## src/dlst_pkg.sv

```systemverilog
// Shared widths, constants and types for the decimal list sum block.
package dlst_pkg;

  localparam int unsigned CHAR_W  = 8;
  localparam int unsigned VALUE_W = 16;
  localparam int unsigned SUM_W   = 25;
  localparam int unsigned CNT_W   = 10;
  localparam int unsigned CFG_W   = 25;
  localparam int unsigned CFG_IDX_W = 1;

  // Hard ceiling on values taken from one line, on top of count_limit.
  localparam logic [CNT_W-1:0] MAX_VALUES = 10'd512;

  localparam logic [SUM_W-1:0] THRESHOLD_RESET = 25'd6993;
  localparam logic [CNT_W-1:0] LIMIT_RESET     = 10'd400;

  localparam logic [CHAR_W-1:0] CHAR_CR    = 8'd13;
  localparam logic [CHAR_W-1:0] CHAR_LF    = 8'd10;
  localparam logic [CHAR_W-1:0] CHAR_ZERO  = 8'd48;
  localparam logic [CHAR_W-1:0] CHAR_NINE  = 8'd57;

  localparam logic [CFG_IDX_W-1:0] REG_DENSE_THRESHOLD = 1'd0;
  localparam logic [CFG_IDX_W-1:0] REG_COUNT_LIMIT     = 1'd1;

  typedef struct packed {
    logic [VALUE_W-1:0] value_accum;
    logic               in_number;
    logic [CNT_W-1:0]   values_seen;
    logic [SUM_W-1:0]   running_sum;
    logic               line_has_bytes;
  } line_state_t;

  typedef struct packed {
    logic [SUM_W-1:0] score;
    logic             dense;
    logic [CNT_W-1:0] value_count;
    logic             no_values;
  } line_result_t;

endpackage

```

## src/dlst_step.sv

```systemverilog
// Next-state and result logic for one text byte of the line parser.
module dlst_step (
  input  dlst_pkg::line_state_t            cur_state,
  input  logic [dlst_pkg::CHAR_W-1:0]      char_byte,
  input  logic [dlst_pkg::SUM_W-1:0]       dense_threshold,
  input  logic [dlst_pkg::CNT_W-1:0]       count_limit,
  output dlst_pkg::line_state_t            nxt_state,
  output dlst_pkg::line_result_t           result,
  output logic                             emit
);

  logic                            is_eol;
  logic                            is_digit;
  logic [dlst_pkg::CNT_W-1:0]      lim_eff;
  logic                            take;
  logic [dlst_pkg::VALUE_W+3:0]    scaled;
  logic [dlst_pkg::VALUE_W-1:0]    digit_value;
  logic [dlst_pkg::SUM_W:0]        sum_wide;
  logic [dlst_pkg::SUM_W-1:0]      sum_fin;
  logic [dlst_pkg::CNT_W-1:0]      seen_fin;

  always_comb begin
    is_eol   = (char_byte == dlst_pkg::CHAR_CR) || (char_byte == dlst_pkg::CHAR_LF);
    is_digit = (char_byte >= dlst_pkg::CHAR_ZERO) && (char_byte <= dlst_pkg::CHAR_NINE);
    lim_eff  = (count_limit > dlst_pkg::MAX_VALUES) ? dlst_pkg::MAX_VALUES : count_limit;

    // accum * 10 + digit, saturated at the 16-bit maximum.
    scaled = ({4'd0, cur_state.value_accum} << 3) + ({4'd0, cur_state.value_accum} << 1)
           + {16'd0, char_byte[3:0]};
    digit_value = (|scaled[dlst_pkg::VALUE_W+3:dlst_pkg::VALUE_W]) ? '1
                                                                    : scaled[dlst_pkg::VALUE_W-1:0];

    // Closing the current value, if one is open and the limit allows it.
    take     = cur_state.in_number && (cur_state.values_seen < lim_eff);
    sum_wide = {1'b0, cur_state.running_sum} + {9'd0, cur_state.value_accum};
    sum_fin  = cur_state.running_sum;
    seen_fin = cur_state.values_seen;
    if (take) begin
      sum_fin  = sum_wide[dlst_pkg::SUM_W] ? '1 : sum_wide[dlst_pkg::SUM_W-1:0];
      seen_fin = cur_state.values_seen + 10'd1;
    end

    nxt_state = cur_state;
    emit      = 1'b0;
    result    = '0;

    if (is_eol) begin
      emit      = cur_state.line_has_bytes;
      nxt_state = '0;
      if (seen_fin == '0) begin
        result.no_values = 1'b1;
      end else begin
        result.score       = sum_fin;
        result.dense       = (sum_fin >= dense_threshold);
        result.value_count = seen_fin;
      end
    end else if (is_digit) begin
      nxt_state.value_accum    = digit_value;
      nxt_state.in_number      = 1'b1;
      nxt_state.line_has_bytes = 1'b1;
    end else begin
      nxt_state.value_accum    = '0;
      nxt_state.in_number      = 1'b0;
      nxt_state.values_seen    = seen_fin;
      nxt_state.running_sum    = sum_fin;
      nxt_state.line_has_bytes = 1'b1;
    end
  end

endmodule

```

## src/decimal_list_sum_threshold.sv

```systemverilog
// Top level of the decimal list sum block: input register, line state and result register.
//
// Usage: text arrives one byte per transaction on the in_ channel (in_valid, in_ready,
// in_char_byte). Digit runs form values that saturate at 65535; any other byte except
// CR and LF separates them. Values are summed until min(count_limit, 512) have been
// taken. A CR or LF ending a non-empty line produces one transaction on the out_
// channel with out_score, out_dense, out_value_count and out_no_values; an empty line
// produces nothing, so a CR LF pair yields a single result.
// The cfg_ port writes dense_threshold (index 0) or count_limit (index 1), as cfg_index
// selects, whenever cfg_we is high; it is meant to be used only while the block is idle.
// Throughput is one byte per cycle while results are taken. Each byte is first captured in
// an input register; the combinational update of the line state then loads the line state
// and, for a line-ending byte, the result register, from which the result is offered.
// Synchronous reset clears the line state and the valid flags of both pipeline stages
// and restores the register defaults (6993 and 400). When the receiver stalls, the result
// register holds its transaction; the input register takes at most one more byte, after
// which in_ready drops until out_ready returns.
module decimal_list_sum_threshold (
  input  logic                                 clk,
  input  logic                                 rst_n,
  input  logic                                 in_valid,
  output logic                                 in_ready,
  input  logic [dlst_pkg::CHAR_W-1:0]          in_char_byte,
  output logic                                 out_valid,
  input  logic                                 out_ready,
  output logic [dlst_pkg::SUM_W-1:0]           out_score,
  output logic                                 out_dense,
  output logic [dlst_pkg::CNT_W-1:0]           out_value_count,
  output logic                                 out_no_values,
  input  logic                                 cfg_we,
  input  logic [dlst_pkg::CFG_IDX_W-1:0]       cfg_index,
  input  logic [dlst_pkg::CFG_W-1:0]           cfg_data
);

  // Configuration registers.
  logic [dlst_pkg::SUM_W-1:0] thr_r;
  logic [dlst_pkg::CNT_W-1:0] lim_r;

  // Input stage.
  logic                        s1_valid_r;
  logic [dlst_pkg::CHAR_W-1:0] s1_byte_r;

  // Line state and result stage.
  dlst_pkg::line_state_t  st_r;
  dlst_pkg::line_state_t  st_nxt;
  dlst_pkg::line_result_t res_nxt;
  dlst_pkg::line_result_t res_r;
  logic                   emit;
  logic                   out_valid_r;
  logic                   advance;

  // The input stage moves on whenever the result register is free or being drained.
  assign advance  = s1_valid_r && (!out_valid_r || out_ready);
  assign in_ready = !s1_valid_r || !out_valid_r || out_ready;

  dlst_step u_step (
    .cur_state       (st_r),
    .char_byte       (s1_byte_r),
    .dense_threshold (thr_r),
    .count_limit     (lim_r),
    .nxt_state       (st_nxt),
    .result          (res_nxt),
    .emit            (emit)
  );

  always_ff @(posedge clk) begin
    if (!rst_n) begin
      thr_r <= dlst_pkg::THRESHOLD_RESET;
      lim_r <= dlst_pkg::LIMIT_RESET;
    end else if (cfg_we) begin
      unique case (cfg_index)
        dlst_pkg::REG_DENSE_THRESHOLD: thr_r <= cfg_data[dlst_pkg::SUM_W-1:0];
        dlst_pkg::REG_COUNT_LIMIT:     lim_r <= cfg_data[dlst_pkg::CNT_W-1:0];
        default: ;
      endcase
    end
  end

  always_ff @(posedge clk) begin
    if (!rst_n) begin
      s1_valid_r <= 1'b0;
    end else if (in_valid && in_ready) begin
      s1_valid_r <= 1'b1;
    end else if (advance) begin
      s1_valid_r <= 1'b0;
    end
  end

  always_ff @(posedge clk) begin
    if (in_valid && in_ready) begin
      s1_byte_r <= in_char_byte;
    end
  end

  always_ff @(posedge clk) begin
    if (!rst_n) begin
      st_r        <= '0;
      out_valid_r <= 1'b0;
    end else begin
      if (advance) begin
        st_r <= st_nxt;
      end
      if (advance && emit) begin
        out_valid_r <= 1'b1;
      end else if (out_ready) begin
        out_valid_r <= 1'b0;
      end
    end
  end

  always_ff @(posedge clk) begin
    if (advance && emit) begin
      res_r <= res_nxt;
    end
  end

  assign out_valid       = out_valid_r;
  assign out_score       = res_r.score;
  assign out_dense       = res_r.dense;
  assign out_value_count = res_r.value_count;
  assign out_no_values   = res_r.no_values;

endmodule

```

## config.mk

```make
export PLATFORM = sky130hd
export DESIGN_NAME = decimal_list_sum_threshold
export DESIGN_NICKNAME = d
export VERILOG_FILES = /design/src/dlst_pkg.sv /design/src/dlst_step.sv /design/src/decimal_list_sum_threshold.sv
export SDC_FILE = /design/constraint.sdc
export NUM_CORES = 1
export LEC_CHECK = 0
export ABC_AREA = 1
export BUFFER_PORTS_ARGS = -buffer_cell sky130_fd_sc_hd__buf_2
export CORE_MARGIN = 2
export CORE_UTILIZATION = 63
export CTS_BUF_LIST = sky130_fd_sc_hd__clkbuf_4 sky130_fd_sc_hd__clkbuf_8
export CTS_CLUSTER_DIAMETER = 40
export DETAILED_ROUTE_END_ITERATION = 10
export GPL_TIMING_DRIVEN = 1
export PLACE_DENSITY_LB_ADDON = 0.15
export SYNTH_ARGS = -nofsm -noshare
export SYNTH_HDL_FRONTEND = slang
export SYNTH_HIERARCHICAL = 1
export SYNTH_SLANG_ARGS = --single-unit
```

## constraint.sdc

```tcl
create_clock -name clk -period 4.3 [get_ports clk]
set_input_delay 0.43 -clock clk [delete_from_list [all_inputs] [get_ports clk]]
set_output_delay 0.43 -clock clk [all_outputs]
set_load 0.03 [all_outputs]
```

# == After elaboration in Yosys (flattened, before gate mapping) ==
# Cells that the tools add are included.
# totals
out_inout_bits,39
in_bits,39
ff_bits,135
# op_classes
n_eq_ne,3
muxes,14
addsub,4
magnitude_cmp,5
n_bitwise,2
reduce_logical,19
# ops
cell,n
two-way mux 53 bit,1
two-way mux 25 bit,2
two-way mux 35 bit,1
adder 25 x 16 -> 26 bit,1
>= comparator 25 bit,1
adder 19 x 17 -> 20 bit,1
adder 20 x 4 -> 20 bit,1
two-way mux 10 bit,2
two-way mux 17 bit,1
equality test 8 x 4 -> 1 bit (second input constant),2
two-way mux 16 bit,1
adder 10 x 1 -> 10 bit (second input constant),1
> comparator 10 bit (second input constant),1
zero test 10 bit,1
< comparator 10 bit,1
>= comparator 8 x 6 -> 1 bit (second input constant),1
<= comparator 8 x 6 -> 1 bit (second input constant),1
two-way mux 1 bit,6
AND reduction 2 bit,3
logical AND 1 bit,5
logical OR 1 bit,4
nonzero test 2 bit,2
OR reduction 4 bit,1
zero test 1 bit,2
3 further kinds,4

# == Longest topological paths before layout ==
# Gate-level depths: netlist (run 1).
# logic_depth
word_depth,7
ltp_mapped,27

# == By module ==
# The synthesis (run 1) kept the hierarchy.
# by_module_without_submodules
mod,cells_each,instances,area_per_inst_um2,seq_area_each_um2
decimal_list_sum_threshold,561,1,5033.6,3153.0
dlst_step,902,1,4922.2,0.0

# == Least setup slack after synthesis (run 1) ==
# OpenSTA, ideal clock, no wires.
# synth_timing
path_kind,reg2reg
startpoint,register lim_r[4] (netlist bit)
endpoint,"register res_r, in the netlist out_dense (data pin)"
path_buffers,2
t_arrival_ps,3692
synth_period_minus_slack_ps,3831
path_slack_ps,469
stages_incl_launch_ff,27
path_cell_list,dfxtp_1 -> or4_1 -> nor3_1 -> nand3b_1 -> nand2_1 -> nand2_1 -> ha_1 -> nand2_1 -> inv_1 -> nand2_2 -> inv_1 -> nand2_1 -> nand4_4 -> inv_2 -> buf_4 -> buf_2 -> nand4_1 -> nand2_1 -> inv_1 -> ha_1 -> nand2_1 -> nor3_1 -> nor3b_1 -> nand3_1 -> nand3_1 -> nor2_1 -> nor2_1
# synth_between
elab_chain_cells,7
word_cells_on_any_way,9
cone_classes,order compare: 3; mux: 3; reduce/logical: 3
# synth_lines
element,line,text
from (decl),decimal_list_sum_threshold.sv:37,logic [dlst_pkg::CNT_W-1:0] lim_r;
from (signal assigned),decimal_list_sum_threshold.sv:69,lim_r <= dlst_pkg::LIMIT_RESET;
from (signal assigned),decimal_list_sum_threshold.sv:73,dlst_pkg::REG_COUNT_LIMIT: lim_r <= cfg_data[dlst_pkg::CNT_W-1:0];
> comparator 10 bit,dlst_step.sv:25,lim_eff = (count_limit > dlst_pkg::MAX_VALUES) ? dlst_pkg::MAX_VALUES : count_limit;
two-way mux 10 bit (*),dlst_step.sv:25,
< comparator 10 bit (*),dlst_step.sv:34,take = cur_state.in_number && (cur_state.values_seen < lim_eff);
logical AND 1 bit (*),dlst_step.sv:34,
branches (longest 3 deep; another with >= comparator 25 bit),-,
to (signal assigned),decimal_list_sum_threshold.sv:113,res_r <= res_nxt;
to (decl),decimal_list_sum_threshold.sv:47,dlst_pkg::line_result_t res_r;
# Mark *: on every way between the ends.
# A chain may end at the register's enable or synchronous reset.

# == Worst setup path in the final report (run 1) ==
# layout_timing
startpoint,register lim_r[6] (netlist bit)
endpoint,"register res_r, in the netlist out_dense (data pin)"
# The elaborated chain is that of the path after synthesis.

==> run summary, run 1 <==
The tools report the number of global-route vias before repair as 8447. The start-to-end type of the worst setup path was register to register. For this run, asynchronously set or reset flops after synthesis account for 0%. In the post-synthesis netlist, the biggest area contributors are sky130_fd_sc_hd__dfxtp_1 18%, sky130_fd_sc_hd__edfxtp_1 14%, sky130_fd_sc_hd__nand2_1 12%, sky130_fd_sc_hd__ha_1 10%, sky130_fd_sc_hd__inv_1 8.6%. For the share of the core filled with cells, the log shows 74.0%. After global routing the overflow that remains totals 0. The tools report the antenna diode count as 0. During synthesis, Yosys emitted a total of 6 warnings.

Counting every net in the synthesized netlist gives 1587. The leakage power figure is 5.65 nW, and the overall die height is 130 um. The number of cells on the worst hold path was 1; the core box area was 15300 sq um. The library cell used most frequently in the layout, excluding fill and tap cells, is sky130_fd_sc_hd__nand2_1. For the number of fillers in the final layout, the log shows 1242.

The total number of vias is 9678. The ratio of final minimum period to clock period was 98.4%; the cell area after synthesis was 9960 sq um. No sink is reached through more buffers than the 2 on the longest clock path.

The share of total power dissipated in combinational logic is 25.2%. CTS saw 135 sinks. The HPWL reported at the end of detailed placement was 18100 um.

Leaving out fill and tap cells, the most frequent cells in the layout are 296 x sky130_fd_sc_hd__nand2_1, 219 x sky130_fd_sc_hd__inv_1, 162 x sky130_fd_sc_hd__nor2_1. Share of total power in the clock network: 30.6%. The run gives 6010 sq um as the total area of multi-input combinational cells. The die outline width works out to 130 um. Launch point of the worst hold path: in_char_byte[7]. Across every metal layer, demand over resource in global routing totals 30.2%.

The arrival time at the worst endpoint is 4.55 ns. For the number of instances in the synthesized netlist, the log shows 1463. The switching portion of total power came out at 33.5%. Once layout is done, the placed cells without fillers occupy 11300 sq um.

Number of flops mapped to enable cells by yosys: 45. The fmax came out at 236 MHz. The most used flip-flop cell after synthesis is sky130_fd_sc_hd__dfxtp_1. The worst setup path is launched from a register. Summed over all layers, the routed wires come to 25900 um. The run gives 0 as the number of endpoints with negative hold slack in the final report.

The worst pin sits at a relative slew slack of 23.4%. The tightest hold path in the finished design has a slack of 0.136 ns. The tools report the post-route antenna net violation count as 0. For the count of boundary I/O pins, the log shows 78. For the worst setup path, the data required time is 4.62 ns. The number of different library cells used by synthesis comes to 49.

After synthesis, the mean cell area works out to 6.81 sq um. Cells with a size suffix above 1 make up 17.5% of the layout. For the number of violations reported at the end of detailed-routing iteration 0, the log shows 855. Summed over all instances, the cell type with the most area after synthesis is sky130_fd_sc_hd__dfxtp_1. The largest stage delay on the critical path came out at 0.52 ns. Type of the tightest min-delay check: input port to register.

Setup repair after global routing could not meet its margin everywhere. The number of placement rows was 45. The tools report the destination of the worst hold path as s1_byte_r[7]. The part of the Yosys area used for sequential elements came out at 31.7%. Power spread over the standard cell area amounts to 286 nW/um^2. In this run the worst path has a maximum fanout of 7. The maximum number of pins on one net before global-route repair was 110; the net load switching power was 0.00109 W.

Across the VDD grid, the largest voltage drop is 0.000268 V. Setup slack on the worst reg-to-reg path comes out at 0.07 ns. The flow ran to the end, and the final reports show no timing, DRC or antenna violations. The total of flip-flops plus latches after synthesis was 135; the area of all sequential standard cells was 3160 sq um.

Once the floorplan was initialized, standard cells occupied 65.0% of the core. In this run the critical register-to-register path is captured at out_dense. The number of buffers inserted by hold repair at cts came out at 0. The clock tree root driver cell was sky130_fd_sc_hd__clkbuf_8.

The first detailed-routing pass took 5 iterations. The run gives 0.00216 W as the internal cell power. Once routing completed, OpenROAD measured the worst setup slack at 0.0708 ns.

The area growth from synthesis to layout is 13.8%. The depth of the CTS H-tree came out at 4. The clock-pin slew on the worst setup and hold paths is 0.08 ns. The number of clock buffers added by TritonCTS is 17. The most frequent cell on the critical path is sky130_fd_sc_hd__nand2_4. At the pin with the least slew margin, the transition time is 1.15 ns. The mean number of vias per cell is 5.49. The logs give 0.47 ns for the latest clock arrival within the worst-skew pair and 16800 sq um for the total die area. The post-detailed-route DRC marker count is 0, and the number of violations of the max-capacitance limit is 0.

For the first-pass GRT wire length, the log shows 40300 um. After detailed routing, the average wire length per cell comes to 14.7 um. For this run, the post-layout net count is 1662. At the end of routability-driven placement, the weighted congestion stood at 0.908. Instance area after placement: 10400 sq um. In this run the critical register-to-register path is launched from lim_r[6].

Counting cells, the worst reg-to-reg path comes to 24. TritonCTS built the clock tree. The standard cell with the maximum stage delay on the critical path is sky130_fd_sc_hd__or4_4. The tools report the max-slew violation count as 0. For the final database, setup skew stands at 0.0127 ns. The worst path in the final design needs a cycle of 4.23 ns, including I/O delays and setup. The share of total power dissipated in sequential elements is 44.2%.

The element type at the critical path end was a register. In the final timing run, aggregate negative setup slack is 0 ns. Area share of the leading cell type in the synthesized netlist: 18.1%. Setup violations remaining at the end of the flow were counted as 0. Buffers placed on the I/O ports in this run total 77. The tools report the initial antenna violation count as 0.

The tools report the worst setup timing slack at the placement stage as 0.00758 ns. The critical path goes through or4_4 -> nor3_2 -> nand3b_1 -> nand2_2 -> nand2_1 -> ha_1 -> nand2_1 -> inv_1 -> nand2_2 -> nor2_4 -> nand2_4 -> nand4_4 -> a21oi_4 -> buf_6 -> nand2_4 -> nand2_4 -> inv_4 -> ha_4 -> buf_4 -> nand4_1 -> nor4_1 -> and3_1 -> nor2_1 -> nor2_1.
-- kinds of logic (layout without fill, tap and decap cells) --
group / count (synthesis) / count (layout) / share of synthesized area [%]
simple gates: 722 / 723 / 31.6
buf+inv: 290 / 377 / 12.1
compound gates: 200 / 200 / 11.1
flops: 135 / 135 / 31.7
fa+ha+maj: 85 / 85 / 10.9
xor+xnor: 31 / 31 / 2.73
-- synthesized netlist by cell type (5+ instances only) --
cell type                  count
sky130_fd_sc_hd__a21oi_1      90
sky130_fd_sc_hd__a21oi_2      10
sky130_fd_sc_hd__buf_1         5
sky130_fd_sc_hd__buf_2        26
sky130_fd_sc_hd__clkbuf_1     14
sky130_fd_sc_hd__dfxtp_1      90
sky130_fd_sc_hd__edfxtp_1     45
sky130_fd_sc_hd__ha_1         82
sky130_fd_sc_hd__inv_1       228
sky130_fd_sc_hd__inv_2         6
sky130_fd_sc_hd__nand2_1     323
sky130_fd_sc_hd__nand2_2      10
sky130_fd_sc_hd__nand3_1     150
sky130_fd_sc_hd__nand4_1      25
sky130_fd_sc_hd__nor2_1      166
sky130_fd_sc_hd__nor2_2       23
sky130_fd_sc_hd__nor3_1       10
sky130_fd_sc_hd__o21ai_0      68
sky130_fd_sc_hd__o21bai_1      5
sky130_fd_sc_hd__o22ai_1      12
sky130_fd_sc_hd__xnor2_1      15
sky130_fd_sc_hd__xor2_1       16
-- routing by layer --
metal / share of wire (%) / wire length [um] / global-route usage [%]
met1: 45 / 11700 / 41.6
met2: 47 / 12100 / 48.3
met3: 5.7 / 1480 / 5.49
met4: 2.2 / 571 / 9.99
met5: 0 / 0 / 0
-- registers in the layout, summed over array words and instances (netlist names) --
register,count
thr_r,25
out_value_count,10
lim_r,10
s1_valid_r,1
out_score,25
out_no_values,1
out_valid,1
st_r,53
out_dense,1
s1_byte_r,8
-- worst max-delay path: cells and delay by family, from the launching register on --
family,cells,cell delay (ns)
simple gates,17,2.44
buf+inv,4,0.36
fa+ha+maj,2,0.56
compound gates,1,0.36
flops,1,0.33
-- cell type report --
class,count,share of cell area [%]
clock inverter,14,1.12
sequential,135,27.9
timing repair buffer,109,5.56
tap,211,2.33
timing repair inverter,1,0.0552
clock buffer,18,2.13
inverter,235,7.90
multi-input combinational,1039,53.0
-- worst max path at each step --
stage	from	cells past startpoint	to	slack, ns
CTS	lim_r[4]	23	out_dense	0.06
finish	lim_r[6]	24	out_dense	0.07
floorplan	lim_r[4]	26	out_dense	0.47
detailed placement	lim_r[4]	23	out_dense	0.008
global placement	lim_r[4]	23	out_dense	0.18
global route	lim_r[6]	26	out_dense	-0.17
-- timing repair --
item / 4_1_cts / 5_1_grt
gates cloned: 0 / 2
setup endpoints to repair: 1 / 12
buffers inserted: 0 / 19
pin swaps: 0 / 35
resized for setup: 1 / 88
-- per-stage QoR --
stage | total power [W] | instances
6_report | 0.00324 | 1762
5_1_grt | 0.00341 | 1762
4_1_cts | 0.00313 | 1741
3_5_place_dp | 0.00215 | 1709
3_3_place_gp | 0.00213 | 1709
2_1_floorplan | 0.00198 | 1463
-- power groups by stage --
stage | sequential (W) | clock, W | combinational [W]
2_1_floorplan | 0.00144 | 0 | 0.000546
3_3_place_gp | 0.00146 | 0 | 0.000675
3_5_place_dp | 0.00146 | 0 | 0.000688
4_1_cts | 0.00143 | 0.00101 | 0.000694
5_1_grt | 0.00144 | 0.00105 | 0.000915
6_report | 0.00143 | 0.000992 | 0.000817
Power figures use the tool's default switching activity.
==> run 2: changes to the inputs <==
- CTS_CLUSTER_DIAMETER: 40 -> unset
- PLACE_DENSITY: unset -> 0.83
- PLACE_DENSITY_LB_ADDON: 0.15 -> unset
==> run 2 against run 1 <==
  * Utilization is 1.2 points lower
  * Critical path depth is 1 lower
  * Sequential cell count stayed put
  * Largest cell class unchanged
==> run summary, run 2 (same netlist as run 1, synthesis figures left out) <==
The tree is rooted in a sky130_fd_sc_hd__clkbuf_8. The final critical delay including setup and external delays works out to 4.15 ns (-0.0782 ns). The number of placement rows is 45 (unchanged), and the number of cells on the worst hold path is 1 (unchanged). The maximum fanout encountered on the critical timing path was 24 (+17).

Transition time at the pin with the least slew margin: 1.15 ns (+0.00187 ns). Relative to the synthesized area, the layout overhead comes to 12.0%. The run gives 0 (unchanged) as the post-route antenna net violation count. The start-to-end type of the worst setup path is register to register.

The run gives 5.64 nW (-0.26%) as the leakage power figure. The tools report the CTS buffer count as 17 (unchanged). Leaving out fill and tap cells, the most frequent cell in the layout is sky130_fd_sc_hd__nand2_1. For the number of buffers inserted by hold repair at cts, the log shows 0 (unchanged). For the post-detailed-route DRC marker count, the log shows 0 (unchanged).

In this run the most critical hold path is launched from in_char_byte[6]. The flip-flop count of the largest register, all copies and words added works out to 53 (unchanged). The flow ran to the end, and the final reports show no timing, DRC or antenna violations. The overall die height is 130 um (unchanged), and the core box area is 15300 sq um (unchanged).

The run gives 2 (unchanged) as the deepest clock path buffer count. The largest clock skew in the final design is 0.0123 ns (-0.000482 ns). The worst setup path is captured at a register. The tools report the final setup violation count as 0 (unchanged).

The peak supply drop was 0.000240 V (-10%); the antenna diode count was 0 (unchanged). The relative slew slack is 23.2% (-0.12 points), and the number of global-route vias before repair is 8722 (+3.3%). The run gives 30.3% (+0.061 points) as the overall global routing resource usage.

The count of boundary I/O pins was 78 (unchanged). Most frequent cell on the critical path: sky130_fd_sc_hd__nand2_1. In this run the critical register-to-register path is launched from lim_r[4]. Number of fillers in the final layout: 1282 (+3.2%). The layout cell share with drive strength beyond 1 is 15.3% (-2.2 points), and the per-cell routed wire length is 14.7 um (about the same). The endpoint identified for the worst register-to-register timing path is out_dense. The HPWL reported at the end of detailed placement is 17900 um (-1.1%), and the arrival time at the worst endpoint is 4.46 ns (-0.09 ns). The clock-pin slew on the worst setup and hold paths is 0.08 ns (about the same). st_r holds more flip-flops than any other register. Detailed-routing iteration count for the pre-antenna-repair pass: 6 (+1).

For hold timing, the worst endpoint is s1_byte_r[6]. Standard cell with the maximum stage delay on the critical path: sky130_fd_sc_hd__or4_1. The required time at the endpoint of the critical path came out at 4.61 ns (about the same).

The total number of vias is 9581 (-1.0%), and the maximum number of pins on one net before global-route repair is 110 (unchanged). The number of cells on the critical path works out to 23 (-4.2%). The final-stage net count is 1648 (-0.84%). The total area of multi-input combinational cells was 5850 sq um (-2.6%); the overflow left after global routing was 0 (unchanged). The first-pass GRT wire length came out at 40700 um (+1.1%). The mean number of vias per cell is 5.48 (-0.21%). The number of endpoints with negative hold slack in the final report came out at 0 (unchanged). For the max-slew violation count, the log shows 0 (unchanged). The wire length after detailed routing came out at 25600 um (-0.81%). The latest clock arrival within the worst-skew pair was 0.47 ns (about the same). The count of buffering cells on the critical path with inverters included was 4 (unchanged); the die outline width was 130 um (unchanged). The min-delay analysis places its worst path in the category input port to register. The logs give 241 MHz (+1.9%) for the fmax and 3160 sq um (about the same) for the area of all sequential standard cells. The ratio of final minimum period to clock period was 96.5% (-1.8 points). The library cells used most frequently in the layout, excluding fill and tap cells, are 304 x sky130_fd_sc_hd__nand2_1, 226 x sky130_fd_sc_hd__inv_1, 162 x sky130_fd_sc_hd__nor2_1. The initial cell density of the core came out at 65.0% (unchanged). The initial antenna violation count is 0 (unchanged), and the worst setup timing slack at the placement stage is 0.144 ns (+0.137 ns).

The run gives 4 (unchanged) as the depth of the CTS H-tree. The post-route worst setup slack came out at 0.149 ns (+0.0782 ns). TritonCTS built the clock tree. The tools report the register-to-register setup slack as 0.15 ns (+0.08 ns). Worst-case reg-to-reg path depth: 23 (-4.2%). For the minimum hold slack, the log shows 0.137 ns (+0.000998 ns). The count of input and output buffers came out at 77 (unchanged). The cell area power density was 303 nW/um^2 (+5.8%). The number of violations reported at the end of detailed-routing iteration 0 is 777 (-9.1%). STA classifies the critical path startpoint as a register.

The critical path goes through or4_1 -> nor3_2 -> nand3b_1 -> nand2_2 -> nand2_1 -> ha_4 -> nand2_1 -> inv_1 -> nand2_2 -> nor2_4 -> nand2_4 -> nand4_4 -> clkinv_4 -> buf_12 -> or2_2 -> nand2_1 -> inv_1 -> ha_4 -> nand4_1 -> nor4_2 -> and3_1 -> nor2_1 -> nor2_1. The total die area is 16800 sq um (unchanged). The critical path's top delay family is simple AND/OR/NAND/NOR gates. The number of clock sinks seen by CTS was 135 (unchanged). The final weighted congestion of routability-driven global placement is 0.939 (+3.4%), and the number of violations of the max-capacitance limit is 0 (unchanged). Largest stage delay on the critical path: 0.53 ns (about the same).
run 2: through the flow:
stage,std cells,util (%),setup TNS (ns),area [sq um],power [W]
after floorplan,1463,-,0,9960,0.00198
after global placement,1706,67.8,0,10400,0.00213
after detailed placement,1706,67.8,0,10400,0.00215
after CTS,1738,70.7,0,10800,0.00332
after global routing,1748,72.8,-0.0365,11100,0.00355
final,1748,72.8,0,11100,0.00337
run 2: cell type report:
type / count / area share (%)
well taps: 211 / 2.37
flip-flops and latches: 135 / 28.3
repair inverters: 1 / 0.0449
repair buffers: 96 / 4.88
multi-input cells: 1038 / 52.4
clock inverters: 13 / 1.74
clock buffers: 19 / 2.23
inverters: 235 / 7.96
run 2: worst register-to-register path: cells and delay by family (launching register included):
| family | cells | cell delay [ns] |
|---|---|---|
| flip-flops | 1 | 0.33 |
| AND/OR/NAND/NOR | 17 | 2.66 |
| adder cells (fa/ha/maj) | 2 | 0.57 |
| buffers and inverters | 4 | 0.45 |
run 2: worst max-delay path by stage:
stage                        start        end  slack (ns)
final                     lim_r[4]  out_dense        0.15
after floorplan           lim_r[4]  out_dense        0.47
after global placement    lim_r[4]  out_dense        0.25
after detailed placement  lim_r[4]  out_dense        0.14
after CTS                 lim_r[4]  out_dense        0.10
after global routing      lim_r[4]  out_dense       -0.04
run 2: routing by layer:
layer	up-vias	track usage, %	routed length (um)
li1	4846	-	-
met2	374	50.4	12200
met4	0	9.93	533
met3	46	5.49	1630
met1	4315	40.1	11300
met5	-	0	0
run 2: where the power goes:
part / leakage, nW / total (W) / switching (W) / internal [W]
clock network: 0.222 / 0.00119 / 0.000538 / 0.000652
logic: 4.17 / 0.000752 / 0.000466 / 0.000287
registers: 1.25 / 0.00143 / 0.0000642 / 0.00137
run 2: what timing repair did:
item                       CTS  global route
buffers inserted             0             9
setup endpoints to repair    0             1
gates resized for setup      0            55
